[config.mk]
export PLATFORM = sky130hd
export DESIGN_NAME = approx_time_pair_matcher
export DESIGN_NICKNAME = d
export VERILOG_FILES = /design/src/design/atpm_pkg.sv /design/src/design/approx_time_pair_matcher.sv /design/src/design/atpm_ctrl.sv /design/src/design/atpm_dp.sv
export VERILOG_INCLUDE_DIRS = /design/src /design/src/design
export SDC_FILE = /design/constraint.sdc
export NUM_CORES = 2
export LEC_CHECK = 0
export BUFFER_PORTS_ARGS = -buffer_cell sky130_fd_sc_hd__buf_4
export CORE_MARGIN = 2
export CORE_UTILIZATION = 60
export CTS_BUF_LIST = sky130_fd_sc_hd__clkbuf_4 sky130_fd_sc_hd__clkbuf_8
export DETAILED_ROUTE_END_ITERATION = 12
export GPL_TIMING_DRIVEN = 1
export PLACE_DENSITY_LB_ADDON = 0.08
export SLEW_MARGIN = 20
export SYNTH_ARGS = -nofsm -noshare
export SYNTH_HDL_FRONTEND = slang
export SYNTH_HIERARCHICAL = 1
export SYNTH_SLANG_ARGS = --single-unit
[constraint.sdc]
create_clock -name clk -period 9.1 [get_ports clk]
set_input_delay 0.91 -clock clk [delete_from_list [all_inputs] [get_ports clk]]
set_output_delay 0.91 -clock clk [all_outputs]
set_load 0.005 [all_outputs]
[src/design/approx_time_pair_matcher_macros.svh]
// Assertion helpers shared by the matcher modules.
`ifndef APPROX_TIME_PAIR_MATCHER_MACROS_SVH
`define APPROX_TIME_PAIR_MATCHER_MACROS_SVH

// Same-cycle implication, disabled while reset is asserted.
`define ATPM_ASSERT_IMP(label, clk, rst_n, ante, cons, msg) \
	label: assert property (@(posedge clk) disable iff (!rst_n) (ante) |-> (cons)) \
		else $error(msg);

// Next-cycle implication, disabled while reset is asserted.
`define ATPM_ASSERT_NXT(label, clk, rst_n, ante, cons, msg) \
	label: assert property (@(posedge clk) disable iff (!rst_n) (ante) |=> (cons)) \
		else $error(msg);

`endif

[src/design/atpm_pkg.sv]
package atpm_pkg;

	// Queue geometry
	localparam int QUEUE_DEPTH = 32;
	localparam int PTR_W       = $clog2(QUEUE_DEPTH);
	localparam int CNT_W       = $clog2(QUEUE_DEPTH + 1);

	// Field widths
	localparam int TIME_W     = 48;
	localparam int TAG_W      = 16;
	localparam int GAP_W      = 24;
	localparam int LIMIT_W    = 6;
	localparam int SLOP_W     = 24;
	localparam int MIN_W      = 26;
	localparam int CFG_IDX_W  = 2;
	localparam int CFG_DATA_W = 26;

	// Register indexes
	localparam logic [CFG_IDX_W-1:0] CFG_QUEUE_LIMIT  = 2'd0;
	localparam logic [CFG_IDX_W-1:0] CFG_SLOP         = 2'd1;
	localparam logic [CFG_IDX_W-1:0] CFG_MIN_INTERVAL = 2'd2;

	// Register reset values
	localparam logic [LIMIT_W-1:0] LIMIT_RESET = 6'd20;
	localparam logic [SLOP_W-1:0]  SLOP_RESET  = 24'd200000;
	localparam logic [MIN_W-1:0]   MIN_RESET   = 26'd1000000;

	typedef enum logic [1:0] {
		OP_CAMERA = 2'd0,
		OP_LIDAR  = 2'd1,
		OP_FINISH = 2'd2
	} op_t;

	typedef logic [PTR_W-1:0] ptr_t;
	typedef logic [CNT_W-1:0] cnt_t;

	// Controller to datapath
	typedef struct packed {
		logic capture;
		logic clear_busy;
		logic push;
		logic search_init;
		logic cam_rd;
		logic lid_step;
		logic next_cam;
		logic tag_rd;
		logic commit;
		logic load_out;
	} cmd_t;

	// Datapath to controller
	typedef struct packed {
		logic start_ok;
		logic lid_last;
		logic cam_last;
		logic found;
	} sts_t;

endpackage

[src/design/approx_time_pair_matcher.sv]
// Finish and unused operations go straight to the result; a plain arrival is pushed and
// start-checked first. An arrival that searches then scans each camera entry against the whole
// lidar queue, one lidar entry read per cycle, then fetches the tags and commits on a match.
// Throughput: one transaction at a time, next accepted the cycle after the result loads.
// Reset (arst_n low, asynchronous) empties both queues, clears busy and start time,
// and restores the register defaults.
module approx_time_pair_matcher (
	input  logic                                clk,
	input  logic                                arst_n,
	input  logic                                cfg_wr_en,
	input  logic [atpm_pkg::CFG_IDX_W-1:0]      cfg_index,
	input  logic [atpm_pkg::CFG_DATA_W-1:0]     cfg_data,
	input  logic                                in_valid,
	output logic                                in_stall,
	input  logic [1:0]                          operation,
	input  logic [atpm_pkg::TIME_W-1:0]         arrival_time_us,
	input  logic [atpm_pkg::TAG_W-1:0]          cloud_tag,
	output logic                                out_valid,
	input  logic                                out_stall,
	output logic                                pair_started,
	output logic [atpm_pkg::TAG_W-1:0]          camera_tag,
	output logic [atpm_pkg::TAG_W-1:0]          lidar_tag,
	output logic [atpm_pkg::GAP_W-1:0]          pair_gap_us
);

	atpm_pkg::cmd_t cmd;
	atpm_pkg::sts_t sts;

	// Sequencer
	atpm_ctrl u_ctrl (
		.clk       (clk),
		.arst_n    (arst_n),
		.in_valid  (in_valid),
		.in_stall  (in_stall),
		.operation (operation),
		.out_valid (out_valid),
		.out_stall (out_stall),
		.cmd       (cmd),
		.sts       (sts)
	);

	// Queues, search and result
	atpm_dp u_dp (
		.clk             (clk),
		.arst_n          (arst_n),
		.cfg_wr_en       (cfg_wr_en),
		.cfg_index       (cfg_index),
		.cfg_data        (cfg_data),
		.operation       (operation),
		.arrival_time_us (arrival_time_us),
		.cloud_tag       (cloud_tag),
		.cmd             (cmd),
		.sts             (sts),
		.pair_started    (pair_started),
		.camera_tag      (camera_tag),
		.lidar_tag       (lidar_tag),
		.pair_gap_us     (pair_gap_us)
	);

endmodule

[src/design/atpm_ctrl.sv]
`include "approx_time_pair_matcher_macros.svh"

module atpm_ctrl (
	input  logic                clk,
	input  logic                arst_n,
	input  logic                in_valid,
	output logic                in_stall,
	input  logic [1:0]          operation,
	output logic                out_valid,
	input  logic                out_stall,
	output atpm_pkg::cmd_t      cmd,
	input  atpm_pkg::sts_t      sts
);

	typedef enum logic [3:0] {
		S_IDLE,
		S_PUSH,
		S_CHECK,
		S_CAM_RD,
		S_LID_SCAN,
		S_NEXT_CAM,
		S_TAG_RD,
		S_COMMIT,
		S_FIN
	} state_t;

	state_t state_q;
	logic   out_valid_q;
	logic   is_arrival;

	assign is_arrival = (operation == atpm_pkg::OP_CAMERA) || (operation == atpm_pkg::OP_LIDAR);
	assign in_stall   = (state_q != S_IDLE);
	assign out_valid  = out_valid_q;

	// Decode commands from the current state
	always_comb begin
		cmd = '0;
		unique case (state_q)
			S_IDLE: begin
				cmd.capture    = in_valid;
				cmd.clear_busy = in_valid && (operation == atpm_pkg::OP_FINISH);
			end
			S_PUSH:     cmd.push        = 1'b1;
			S_CHECK:    cmd.search_init = sts.start_ok;
			S_CAM_RD:   cmd.cam_rd      = 1'b1;
			S_LID_SCAN: cmd.lid_step    = 1'b1;
			S_NEXT_CAM: cmd.next_cam    = 1'b1;
			S_TAG_RD:   cmd.tag_rd      = 1'b1;
			S_COMMIT:   cmd.commit      = 1'b1;
			S_FIN:      cmd.load_out    = !out_valid_q || !out_stall;
			default:    cmd = '0;
		endcase
	end

	// Advance the sequencer and hold the output valid
	always_ff @(posedge clk or negedge arst_n) begin
		if (!arst_n) begin
			state_q     <= S_IDLE;
			out_valid_q <= 1'b0;
		end else begin
			if (cmd.load_out) begin
				out_valid_q <= 1'b1;
			end else if (!out_stall) begin
				out_valid_q <= 1'b0;
			end
			unique case (state_q)
				S_IDLE: begin
					if (in_valid) begin
						state_q <= is_arrival ? S_PUSH : S_FIN;
					end
				end
				S_PUSH:  state_q <= S_CHECK;
				S_CHECK: state_q <= sts.start_ok ? S_CAM_RD : S_FIN;
				S_CAM_RD: state_q <= S_LID_SCAN;
				S_LID_SCAN: begin
					if (sts.lid_last) begin
						state_q <= S_NEXT_CAM;
					end
				end
				S_NEXT_CAM: state_q <= sts.cam_last ? S_TAG_RD : S_CAM_RD;
				S_TAG_RD:   state_q <= sts.found ? S_COMMIT : S_FIN;
				S_COMMIT:   state_q <= S_FIN;
				S_FIN: begin
					if (cmd.load_out) begin
						state_q <= S_IDLE;
					end
				end
				default: state_q <= S_IDLE;
			endcase
		end
	end

	`ATPM_ASSERT_IMP(a_load_free, clk, arst_n, cmd.load_out, !out_valid_q || !out_stall, "result loaded over a pending transaction")
	`ATPM_ASSERT_NXT(a_finish_path, clk, arst_n, in_valid && !in_stall && !is_arrival, state_q == S_FIN, "non-arrival transaction did not go straight to result")
	`ATPM_ASSERT_IMP(a_check_after_push, clk, arst_n, state_q == S_CHECK, $past(state_q) == S_PUSH, "start check without a preceding push")

endmodule

[src/design/atpm_dp.sv]
`include "approx_time_pair_matcher_macros.svh"

module atpm_dp (
	input  logic                                clk,
	input  logic                                arst_n,
	input  logic                                cfg_wr_en,
	input  logic [atpm_pkg::CFG_IDX_W-1:0]      cfg_index,
	input  logic [atpm_pkg::CFG_DATA_W-1:0]     cfg_data,
	input  logic [1:0]                          operation,
	input  logic [atpm_pkg::TIME_W-1:0]         arrival_time_us,
	input  logic [atpm_pkg::TAG_W-1:0]          cloud_tag,
	input  atpm_pkg::cmd_t                      cmd,
	output atpm_pkg::sts_t                      sts,
	output logic                                pair_started,
	output logic [atpm_pkg::TAG_W-1:0]          camera_tag,
	output logic [atpm_pkg::TAG_W-1:0]          lidar_tag,
	output logic [atpm_pkg::GAP_W-1:0]          pair_gap_us
);

	typedef struct packed {
		logic [atpm_pkg::TIME_W-1:0] time_us;
		logic [atpm_pkg::TAG_W-1:0]  tag;
	} entry_t;

	typedef struct packed {
		atpm_pkg::ptr_t head;
		atpm_pkg::cnt_t count;
		atpm_pkg::ptr_t slot;
	} push_t;

	typedef logic [atpm_pkg::CNT_W:0]  sum_t;
	typedef logic [atpm_pkg::TIME_W:0] diff_t;

	// Circular pointer add, offset never above the depth
	function automatic atpm_pkg::ptr_t ptr_add(atpm_pkg::ptr_t base, atpm_pkg::cnt_t off);
		sum_t sum;
		sum = sum_t'(base) + sum_t'(off);
		if (sum >= sum_t'(atpm_pkg::QUEUE_DEPTH)) begin
			sum = sum - sum_t'(atpm_pkg::QUEUE_DEPTH);
		end
		return sum[atpm_pkg::PTR_W-1:0];
	endfunction

	// Zero acts as one, anything above the depth acts as the depth
	function automatic atpm_pkg::cnt_t clamp_limit(logic [atpm_pkg::LIMIT_W-1:0] v);
		atpm_pkg::cnt_t r;
		if (v == '0) begin
			r = atpm_pkg::cnt_t'(1);
		end else if (32'(v) > 32'(atpm_pkg::QUEUE_DEPTH)) begin
			r = atpm_pkg::cnt_t'(atpm_pkg::QUEUE_DEPTH);
		end else begin
			r = atpm_pkg::cnt_t'(v);
		end
		return r;
	endfunction

	// Push one entry: drop oldest when full, then trim to the limit
	function automatic push_t push_calc(atpm_pkg::ptr_t head, atpm_pkg::cnt_t count,
			atpm_pkg::cnt_t lim);
		atpm_pkg::ptr_t h1;
		atpm_pkg::cnt_t c1;
		atpm_pkg::cnt_t c2;
		push_t          r;
		if (count == atpm_pkg::cnt_t'(atpm_pkg::QUEUE_DEPTH)) begin
			h1 = ptr_add(head, atpm_pkg::cnt_t'(1));
			c1 = atpm_pkg::cnt_t'(atpm_pkg::QUEUE_DEPTH - 1);
		end else begin
			h1 = head;
			c1 = count;
		end
		r.slot = ptr_add(h1, c1);
		c2     = c1 + atpm_pkg::cnt_t'(1);
		if (c2 > lim) begin
			r.head  = ptr_add(h1, c2 - lim);
			r.count = lim;
		end else begin
			r.head  = h1;
			r.count = c2;
		end
		return r;
	endfunction

	// Configuration
	logic [atpm_pkg::LIMIT_W-1:0] cfg_limit_q;
	logic [atpm_pkg::SLOP_W-1:0]  cfg_slop_q;
	logic [atpm_pkg::MIN_W-1:0]   cfg_min_q;

	// Captured transaction
	logic [1:0]                   op_q;
	logic [atpm_pkg::TIME_W-1:0]  now_q;
	logic [atpm_pkg::TAG_W-1:0]   tag_q;

	// Queue state
	entry_t                       cam_mem [atpm_pkg::QUEUE_DEPTH];
	entry_t                       lid_mem [atpm_pkg::QUEUE_DEPTH];
	entry_t                       cam_rdata_q;
	entry_t                       lid_rdata_q;
	atpm_pkg::ptr_t               cam_head_q;
	atpm_pkg::ptr_t               lid_head_q;
	atpm_pkg::cnt_t               cam_count_q;
	atpm_pkg::cnt_t               lid_count_q;
	logic                         busy_q;
	logic [atpm_pkg::TIME_W-1:0]  last_start_q;

	// Search state
	atpm_pkg::cnt_t               i_q;
	atpm_pkg::cnt_t               j_q;
	atpm_pkg::cnt_t               j_s1;
	logic                         v_s1;
	logic [atpm_pkg::GAP_W-1:0]   best_q;
	atpm_pkg::cnt_t               bi_q;
	atpm_pkg::cnt_t               bj_q;
	logic                         found_q;

	// Pending and delivered result
	logic                         pend_started_q;
	logic [atpm_pkg::TAG_W-1:0]   pend_ctag_q;
	logic [atpm_pkg::TAG_W-1:0]   pend_ltag_q;
	logic [atpm_pkg::GAP_W-1:0]   pend_gap_q;
	logic                         out_started_q;
	logic [atpm_pkg::TAG_W-1:0]   out_ctag_q;
	logic [atpm_pkg::TAG_W-1:0]   out_ltag_q;
	logic [atpm_pkg::GAP_W-1:0]   out_gap_q;

	atpm_pkg::cnt_t               lim;
	push_t                        cam_push;
	push_t                        lid_push;
	logic                         push_cam;
	logic                         push_lid;
	logic                         cam_rd_en;
	logic                         lid_rd_en;
	atpm_pkg::ptr_t               cam_raddr;
	atpm_pkg::ptr_t               lid_raddr;
	diff_t                        elapsed;
	logic [atpm_pkg::TIME_W-1:0]  ct;
	logic [atpm_pkg::TIME_W-1:0]  lt;
	logic [atpm_pkg::TIME_W-1:0]  dt;
	logic                         hit;

	assign lim      = clamp_limit(cfg_limit_q);
	assign cam_push = push_calc(cam_head_q, cam_count_q, lim);
	assign lid_push = push_calc(lid_head_q, lid_count_q, lim);
	assign push_cam = cmd.push && (op_q == atpm_pkg::OP_CAMERA);
	assign push_lid = cmd.push && (op_q == atpm_pkg::OP_LIDAR);

	// Read address: scan index during the search, chosen index for the tag fetch
	assign cam_rd_en = cmd.cam_rd || cmd.tag_rd;
	assign lid_rd_en = cmd.lid_step || cmd.tag_rd;
	assign cam_raddr = ptr_add(cam_head_q, cmd.tag_rd ? bi_q : i_q);
	assign lid_raddr = ptr_add(lid_head_q, cmd.tag_rd ? bj_q : j_q);

	// Start check: not busy, both queues non-empty, interval elapsed
	assign elapsed = diff_t'(now_q) - diff_t'(last_start_q);
	assign sts.start_ok = !busy_q && (cam_count_q != '0) && (lid_count_q != '0)
		&& !elapsed[atpm_pkg::TIME_W]
		&& ((elapsed[atpm_pkg::TIME_W-1:atpm_pkg::MIN_W] != '0)
			|| (elapsed[atpm_pkg::MIN_W-1:0] >= cfg_min_q));
	assign sts.lid_last = (j_q == lid_count_q - atpm_pkg::cnt_t'(1));
	assign sts.cam_last = (i_q == cam_count_q - atpm_pkg::cnt_t'(1));
	assign sts.found    = found_q;

	// Gap of the pair in flight; ties take the later pair
	assign ct  = cam_rdata_q.time_us;
	assign lt  = lid_rdata_q.time_us;
	assign dt  = (ct >= lt) ? (ct - lt) : (lt - ct);
	assign hit = v_s1 && (dt[atpm_pkg::TIME_W-1:atpm_pkg::GAP_W] == '0)
		&& (dt[atpm_pkg::GAP_W-1:0] <= best_q);

	// Queue memories
	always_ff @(posedge clk) begin
		if (push_cam) begin
			cam_mem[cam_push.slot] <= {now_q, tag_q};
		end
		if (push_lid) begin
			lid_mem[lid_push.slot] <= {now_q, tag_q};
		end
		if (cam_rd_en) begin
			cam_rdata_q <= cam_mem[cam_raddr];
		end
		if (lid_rd_en) begin
			lid_rdata_q <= lid_mem[lid_raddr];
		end
	end

	// Capture the transaction payload
	always_ff @(posedge clk) begin
		if (cmd.capture) begin
			op_q  <= operation;
			now_q <= arrival_time_us;
			tag_q <= cloud_tag;
		end
	end

	// Configuration writes
	always_ff @(posedge clk or negedge arst_n) begin
		if (!arst_n) begin
			cfg_limit_q <= atpm_pkg::LIMIT_RESET;
			cfg_slop_q  <= atpm_pkg::SLOP_RESET;
			cfg_min_q   <= atpm_pkg::MIN_RESET;
		end else if (cfg_wr_en) begin
			unique case (cfg_index)
				atpm_pkg::CFG_QUEUE_LIMIT:  cfg_limit_q <= cfg_data[atpm_pkg::LIMIT_W-1:0];
				atpm_pkg::CFG_SLOP:         cfg_slop_q  <= cfg_data[atpm_pkg::SLOP_W-1:0];
				atpm_pkg::CFG_MIN_INTERVAL: cfg_min_q   <= cfg_data[atpm_pkg::MIN_W-1:0];
				default: ;
			endcase
		end
	end

	// Queue pointers, busy flag and start time
	always_ff @(posedge clk or negedge arst_n) begin
		if (!arst_n) begin
			cam_head_q   <= '0;
			cam_count_q  <= '0;
			lid_head_q   <= '0;
			lid_count_q  <= '0;
			busy_q       <= 1'b0;
			last_start_q <= '0;
		end else begin
			if (cmd.clear_busy) begin
				busy_q <= 1'b0;
			end
			if (push_cam) begin
				cam_head_q  <= cam_push.head;
				cam_count_q <= cam_push.count;
			end
			if (push_lid) begin
				lid_head_q  <= lid_push.head;
				lid_count_q <= lid_push.count;
			end
			// Pop each queue through the chosen entry
			if (cmd.commit) begin
				cam_head_q   <= ptr_add(cam_head_q, bi_q + atpm_pkg::cnt_t'(1));
				cam_count_q  <= cam_count_q - (bi_q + atpm_pkg::cnt_t'(1));
				lid_head_q   <= ptr_add(lid_head_q, bj_q + atpm_pkg::cnt_t'(1));
				lid_count_q  <= lid_count_q - (bj_q + atpm_pkg::cnt_t'(1));
				busy_q       <= 1'b1;
				last_start_q <= now_q;
			end
		end
	end

	// Pair search indexes and best candidate
	always_ff @(posedge clk or negedge arst_n) begin
		if (!arst_n) begin
			i_q     <= '0;
			j_q     <= '0;
			j_s1    <= '0;
			v_s1    <= 1'b0;
			best_q  <= '0;
			bi_q    <= '0;
			bj_q    <= '0;
			found_q <= 1'b0;
		end else begin
			v_s1 <= cmd.lid_step;
			j_s1 <= j_q;
			if (cmd.search_init) begin
				i_q     <= '0;
				j_q     <= '0;
				best_q  <= cfg_slop_q;
				found_q <= 1'b0;
			end
			if (cmd.lid_step) begin
				j_q <= j_q + atpm_pkg::cnt_t'(1);
			end
			if (cmd.next_cam) begin
				i_q <= i_q + atpm_pkg::cnt_t'(1);
				j_q <= '0;
			end
			if (hit) begin
				best_q  <= dt[atpm_pkg::GAP_W-1:0];
				bi_q    <= i_q;
				bj_q    <= j_s1;
				found_q <= 1'b1;
			end
		end
	end

	// Pending result: cleared per transaction, filled on a start
	always_ff @(posedge clk or negedge arst_n) begin
		if (!arst_n) begin
			pend_started_q <= 1'b0;
			pend_ctag_q    <= '0;
			pend_ltag_q    <= '0;
			pend_gap_q     <= '0;
		end else if (cmd.capture) begin
			pend_started_q <= 1'b0;
			pend_ctag_q    <= '0;
			pend_ltag_q    <= '0;
			pend_gap_q     <= '0;
		end else if (cmd.commit) begin
			pend_started_q <= 1'b1;
			pend_ctag_q    <= cam_rdata_q.tag;
			pend_ltag_q    <= lid_rdata_q.tag;
			pend_gap_q     <= best_q;
		end
	end

	// Output register
	always_ff @(posedge clk) begin
		if (cmd.load_out) begin
			out_started_q <= pend_started_q;
			out_ctag_q    <= pend_ctag_q;
			out_ltag_q    <= pend_ltag_q;
			out_gap_q     <= pend_gap_q;
		end
	end

	assign pair_started = out_started_q;
	assign camera_tag   = out_ctag_q;
	assign lidar_tag    = out_ltag_q;
	assign pair_gap_us  = out_gap_q;

	`ATPM_ASSERT_IMP(a_cam_count_bound, clk, arst_n, 1'b1, (cam_count_q <= atpm_pkg::cnt_t'(atpm_pkg::QUEUE_DEPTH)) && (lid_count_q <= atpm_pkg::cnt_t'(atpm_pkg::QUEUE_DEPTH)), "queue count beyond depth")
	`ATPM_ASSERT_IMP(a_commit_found, clk, arst_n, cmd.commit, found_q && !busy_q, "pair committed without a match or while busy")
	`ATPM_ASSERT_NXT(a_commit_busy, clk, arst_n, cmd.commit, busy_q && (last_start_q == $past(now_q)), "start not recorded after commit")

endmodule

==> results by group <==
Power
  • Power Internal: 45.5 mW
  • Pwr Density: 328 nW/um^2
  • Switch Pwr: between 20 and 25 mW
  • Pleak: 68.3 nW
  • Clock power share: 25.2%
  • Seq pwr share: a little under two fifths
  • Power Total: a little under 70 mW
  • Sw frac: about 33%
  • Peak supply drop: around 0.0004 V
  • Combinational Power Share: between 30 and 40%

Global routing
  • Number of global-route vias before repair: around 95000
  • Largest net degree at the start of global routing: 130
  • GR Overflow Total: 0
  • First-pass GRT wire length: around 700000 um
  • Gr usage total: a little under a third
  • Initial antenna violation count: 31

Synthesis
  • Post-synthesis sequential area ratio: between 70 and 80%
  • Number of synthesized flops with an enable pin: approximately 4300
  • #FFs+latches synth: between 4000 and 5000
  • Synth Warn #: 6
  • Synth Area in Compound Gates: between 2 and 3%
  • Main combinational cell family by area after synthesis: multiplexers
  • Synth unique cells: 82
  • Mapped Area: about 190000 um^2
  • Main synth FF type: edfxtp_1
  • XOR/XNOR share of the synthesized area: less than 1%
  • Post-synthesis async set-or-reset flop share: 5.34%
  • Post-synthesis adder-cell area fraction: under 10%
  • Synthesized Nets: between 9000 and 10000
  • Gate Count Post-Synth: 8929
  • Mux contribution to synthesized area: between 15 and 20%
  • Synth Area in Simple Gates: under 10%
  • Syn avg cell area: 20.8 um^2

Timing
  • Measured slew at the worst slew-check pin: roughly 1100 ps
  • Total negative slack: 0 ps
  • Slew Limit Fails: 0
  • Final setup violating endpoints: 0
  • RSZ-0062 raised after global routing: no
  • Clock skew: between 90 and 100 ps
  • Fin. Hold Viols: 0
  • Final Cycle Share: a little over four fifths
  • Max-Slew Margin vs Limit: 25.0%
  • FMAX: between 100 and 150 MHz
  • Fin crit period: about 7700 ps

Place
  • Port Buffers: between 150 and 200
  • DP HPWL: approximately 270000 um
  • GP Congestion: 0.933
  • Dpl cells: 13000

Detailed routing
  • Vias per cell: around 6.6
  • 1st-iter DRT viols: about 12000
  • Routed WL: ~500000 um
  • Via count: 95000
  • Final ANT Viol Nets: 0
  • Remaining DRCs: 0
  • Drt wl/cell: roughly 34 um
  • Router iterations before antenna repair: 5

Worst setup path
  • Worst EP required: 10220 ps
  • CP most frequent cell: o21ai_0
  • Worst Path Max Fanout: between 50 and 60
  • CP max stage cell: a221oi_1
  • Crit path kind: flop to flop
  • Setup crit end kind: flop
  • Setup crit start kind: flop
  • Critical Path AT: a little under 9000 ps
  • Critical Path Max Stage Delay: roughly 700 ps

Finish
  • NumNets Final: 10100
  • Share of layout cells above drive strength 1: 30.7%
  • Most frequent cells in the layout: edfxtp_1, mux4_2, clkbuf_8
  • Fillers: 19600
  • Commonest non-fill, non-tap cell in the layout: edfxtp_1
  • Area grow syn2layout: 12.4%
  • Post-route insts no fill: roughly 14000

Run
  • Max-Cap Viols: 0

Die
  • Initial Util: between 60% and 70%
  • Die Wd: about 560 um
  • Die Area: between 300000 and 400000 um^2
  • Core area: between 300000 and 400000 um^2
  • IO Pins: ~160
  • Die height: approximately 560 um
  • Rows: just over 200

Clock tree
  • Reg clk slew, reported paths: ~70 ps
  • CTS tree: yes
  • Clk sinks: ~4600
  • H-tree depth: 6
  • Clock root buffer: clkbuf_8
  • Setup bufs post-CTS: 0
  • Worst-skew pair later-pin latency: 1240 ps
  • TritonCTS Buffers: just over 700
  • Clock Tree Buf Depth: 4

Worst hold path
  • Min-Delay Path Class: input pin to flop

Run status
  • Status: finished clean
## power groups by stage
| stage | sequential [mW] | combinational (mW) | clock (mW) |
|---|---|---|---|
| after global routing | 25.8 | 26.8 | 18.4 |
| after detailed placement | 26.2 | 25.5 | 0 |
| after floorplan | 26.5 | 16.6 | 0 |
| final | 25.7 | 25.4 | 17.2 |
| after global placement | 26.1 | 25.3 | 0 |
| after CTS | 25.8 | 25.6 | 17.5 |
## cells in the mapped netlist (all sizes together) (46+ instances only)
library cell	instances	area, um^2
a211oi	46	358
a21o	94	706
a21oi	251	1260
buf	129	604
clkbuf	306	1150
dfrtp	230	5760
edfxtp	4347	131000
ha	257	3220
inv	273	1020
mux2	229	2650
mux2i	92	921
mux4	1280	28800
nand2	244	916
nand3	47	235
nand4	58	363
nor2	285	1070
o21ai	234	1170
xnor2	105	920
xor2	69	604
## cells by family (layout without fill, tap and decap cells)
group / after synthesis / after routing
buffers and inverters: 708 / 2057
adder cells (fa/ha/maj): 272 / 272
AO/OA/AOI/OAI: 785 / 785
AND/OR/NAND/NOR: 797 / 797
flip-flops: 4592 / 4592
other: 0 / 15
multiplexers: 1601 / 1601
XOR/XNOR: 174 / 174
## worst paths after layout
check	start	slack, ps	end	depth (start not counted)
worst min-delay path	arrival_time_us[16]	70	u_dp/now_q[16]$_DFFE_PP_	1
max in group asynchronous	arst_n	6650	u_dp/pend_ltag_q[7]$_DFFE_PN0P_	4
min in group asynchronous	arst_n	260	u_dp/cfg_limit_q[5]$_DFFE_PN0P_	2
worst max register to register	u_dp/now_q[0]$_DFFE_PP_	1410	u_dp/best_q[11]$_DFFE_PN0P_	28
worst max-delay path	u_dp/now_q[0]$_DFFE_PP_	1410	u_dp/best_q[11]$_DFFE_PN0P_	28
worst min register to register	u_dp/pend_gap_q[21]$_DFFE_PN0P_	440	u_dp/pair_gap_us[21]$_DFFE_PP_	0
## critical path, delay by kind of cell, from the launching register on
family,cells,cell delay (ps)
simple gates,7,2060
fa+ha+maj,3,780
xor+xnor,1,200
buf+inv,2,120
flops,1,390
compound gates,14,3710
mux,1,320
## cell type report
cell class / count / area [um^2] / share of cell area [%]
Inverter: 273 / 1020 / 0.492
Antenna cell: 15 / 37.5 / 0.0180
Clock inverter: 301 / 2270 / 1.09
Multi-Input combinational cell: 3629 / 46400 / 22.3
Tap cell: 4120 / 5150 / 2.47
Sequential cell: 4592 / 137000 / 65.6
Timing Repair Buffer: 502 / 4750 / 2.28
Clock buffer: 981 / 12000 / 5.74
## sequential cells by signal, indices dropped and copies added (netlist names), 16 cells and up
name,flops
u_dp/lid_mem,2048
u_dp/best_q,24
u_dp/lidar_tag,16
u_dp/tag_q,16
u_dp/pend_ltag_q,16
u_dp/last_start_q,48
u_dp/cam_mem,2048
u_dp/camera_tag,16
u_dp/lt,48
u_dp/pend_ctag_q,16
u_dp/cam_rdata_q,16
u_dp/ct,48
u_dp/cfg_min_q,26
u_dp/lid_rdata_q,16
u_dp/pend_gap_q,24
u_dp/pair_gap_us,24
u_dp/now_q,48
u_dp/cfg_slop_q,24
## per-stage QoR
step	util (%)	instance area, um^2	hold WS [ps]	setup WS (ps)
after floorplan	-	185000	352	2720
after global placement	62.7	193000	433	1920
after detailed placement	62.7	193000	432	1800
after CTS	67.6	208000	4.47	1790
after global routing	67.6	208000	28.3	1210
final	67.6	208000	69.8	1410
## repair_timing
| item | 4_1_cts | 5_1_grt |
|---|---|---|
| hold buffers | 95 | 0 |
| hold endpoints to repair | 202 | 0 |
| gates resized for setup | 0 | 0 |
| endpoints found under the setup margin | 0 | 0 |
## routing by layer
metal,wire (um),global-route usage [%],share of wire (%),up-vias
met1,199000,47.3,41,50700
met3,46400,5.50,9.4,710
met4,13100,8.67,2.7,12
li1,-,-,-,38500
met5,81,0,0.016,-
met2,233000,48.9,47,5066
Power figures use the tool's default switching activity.
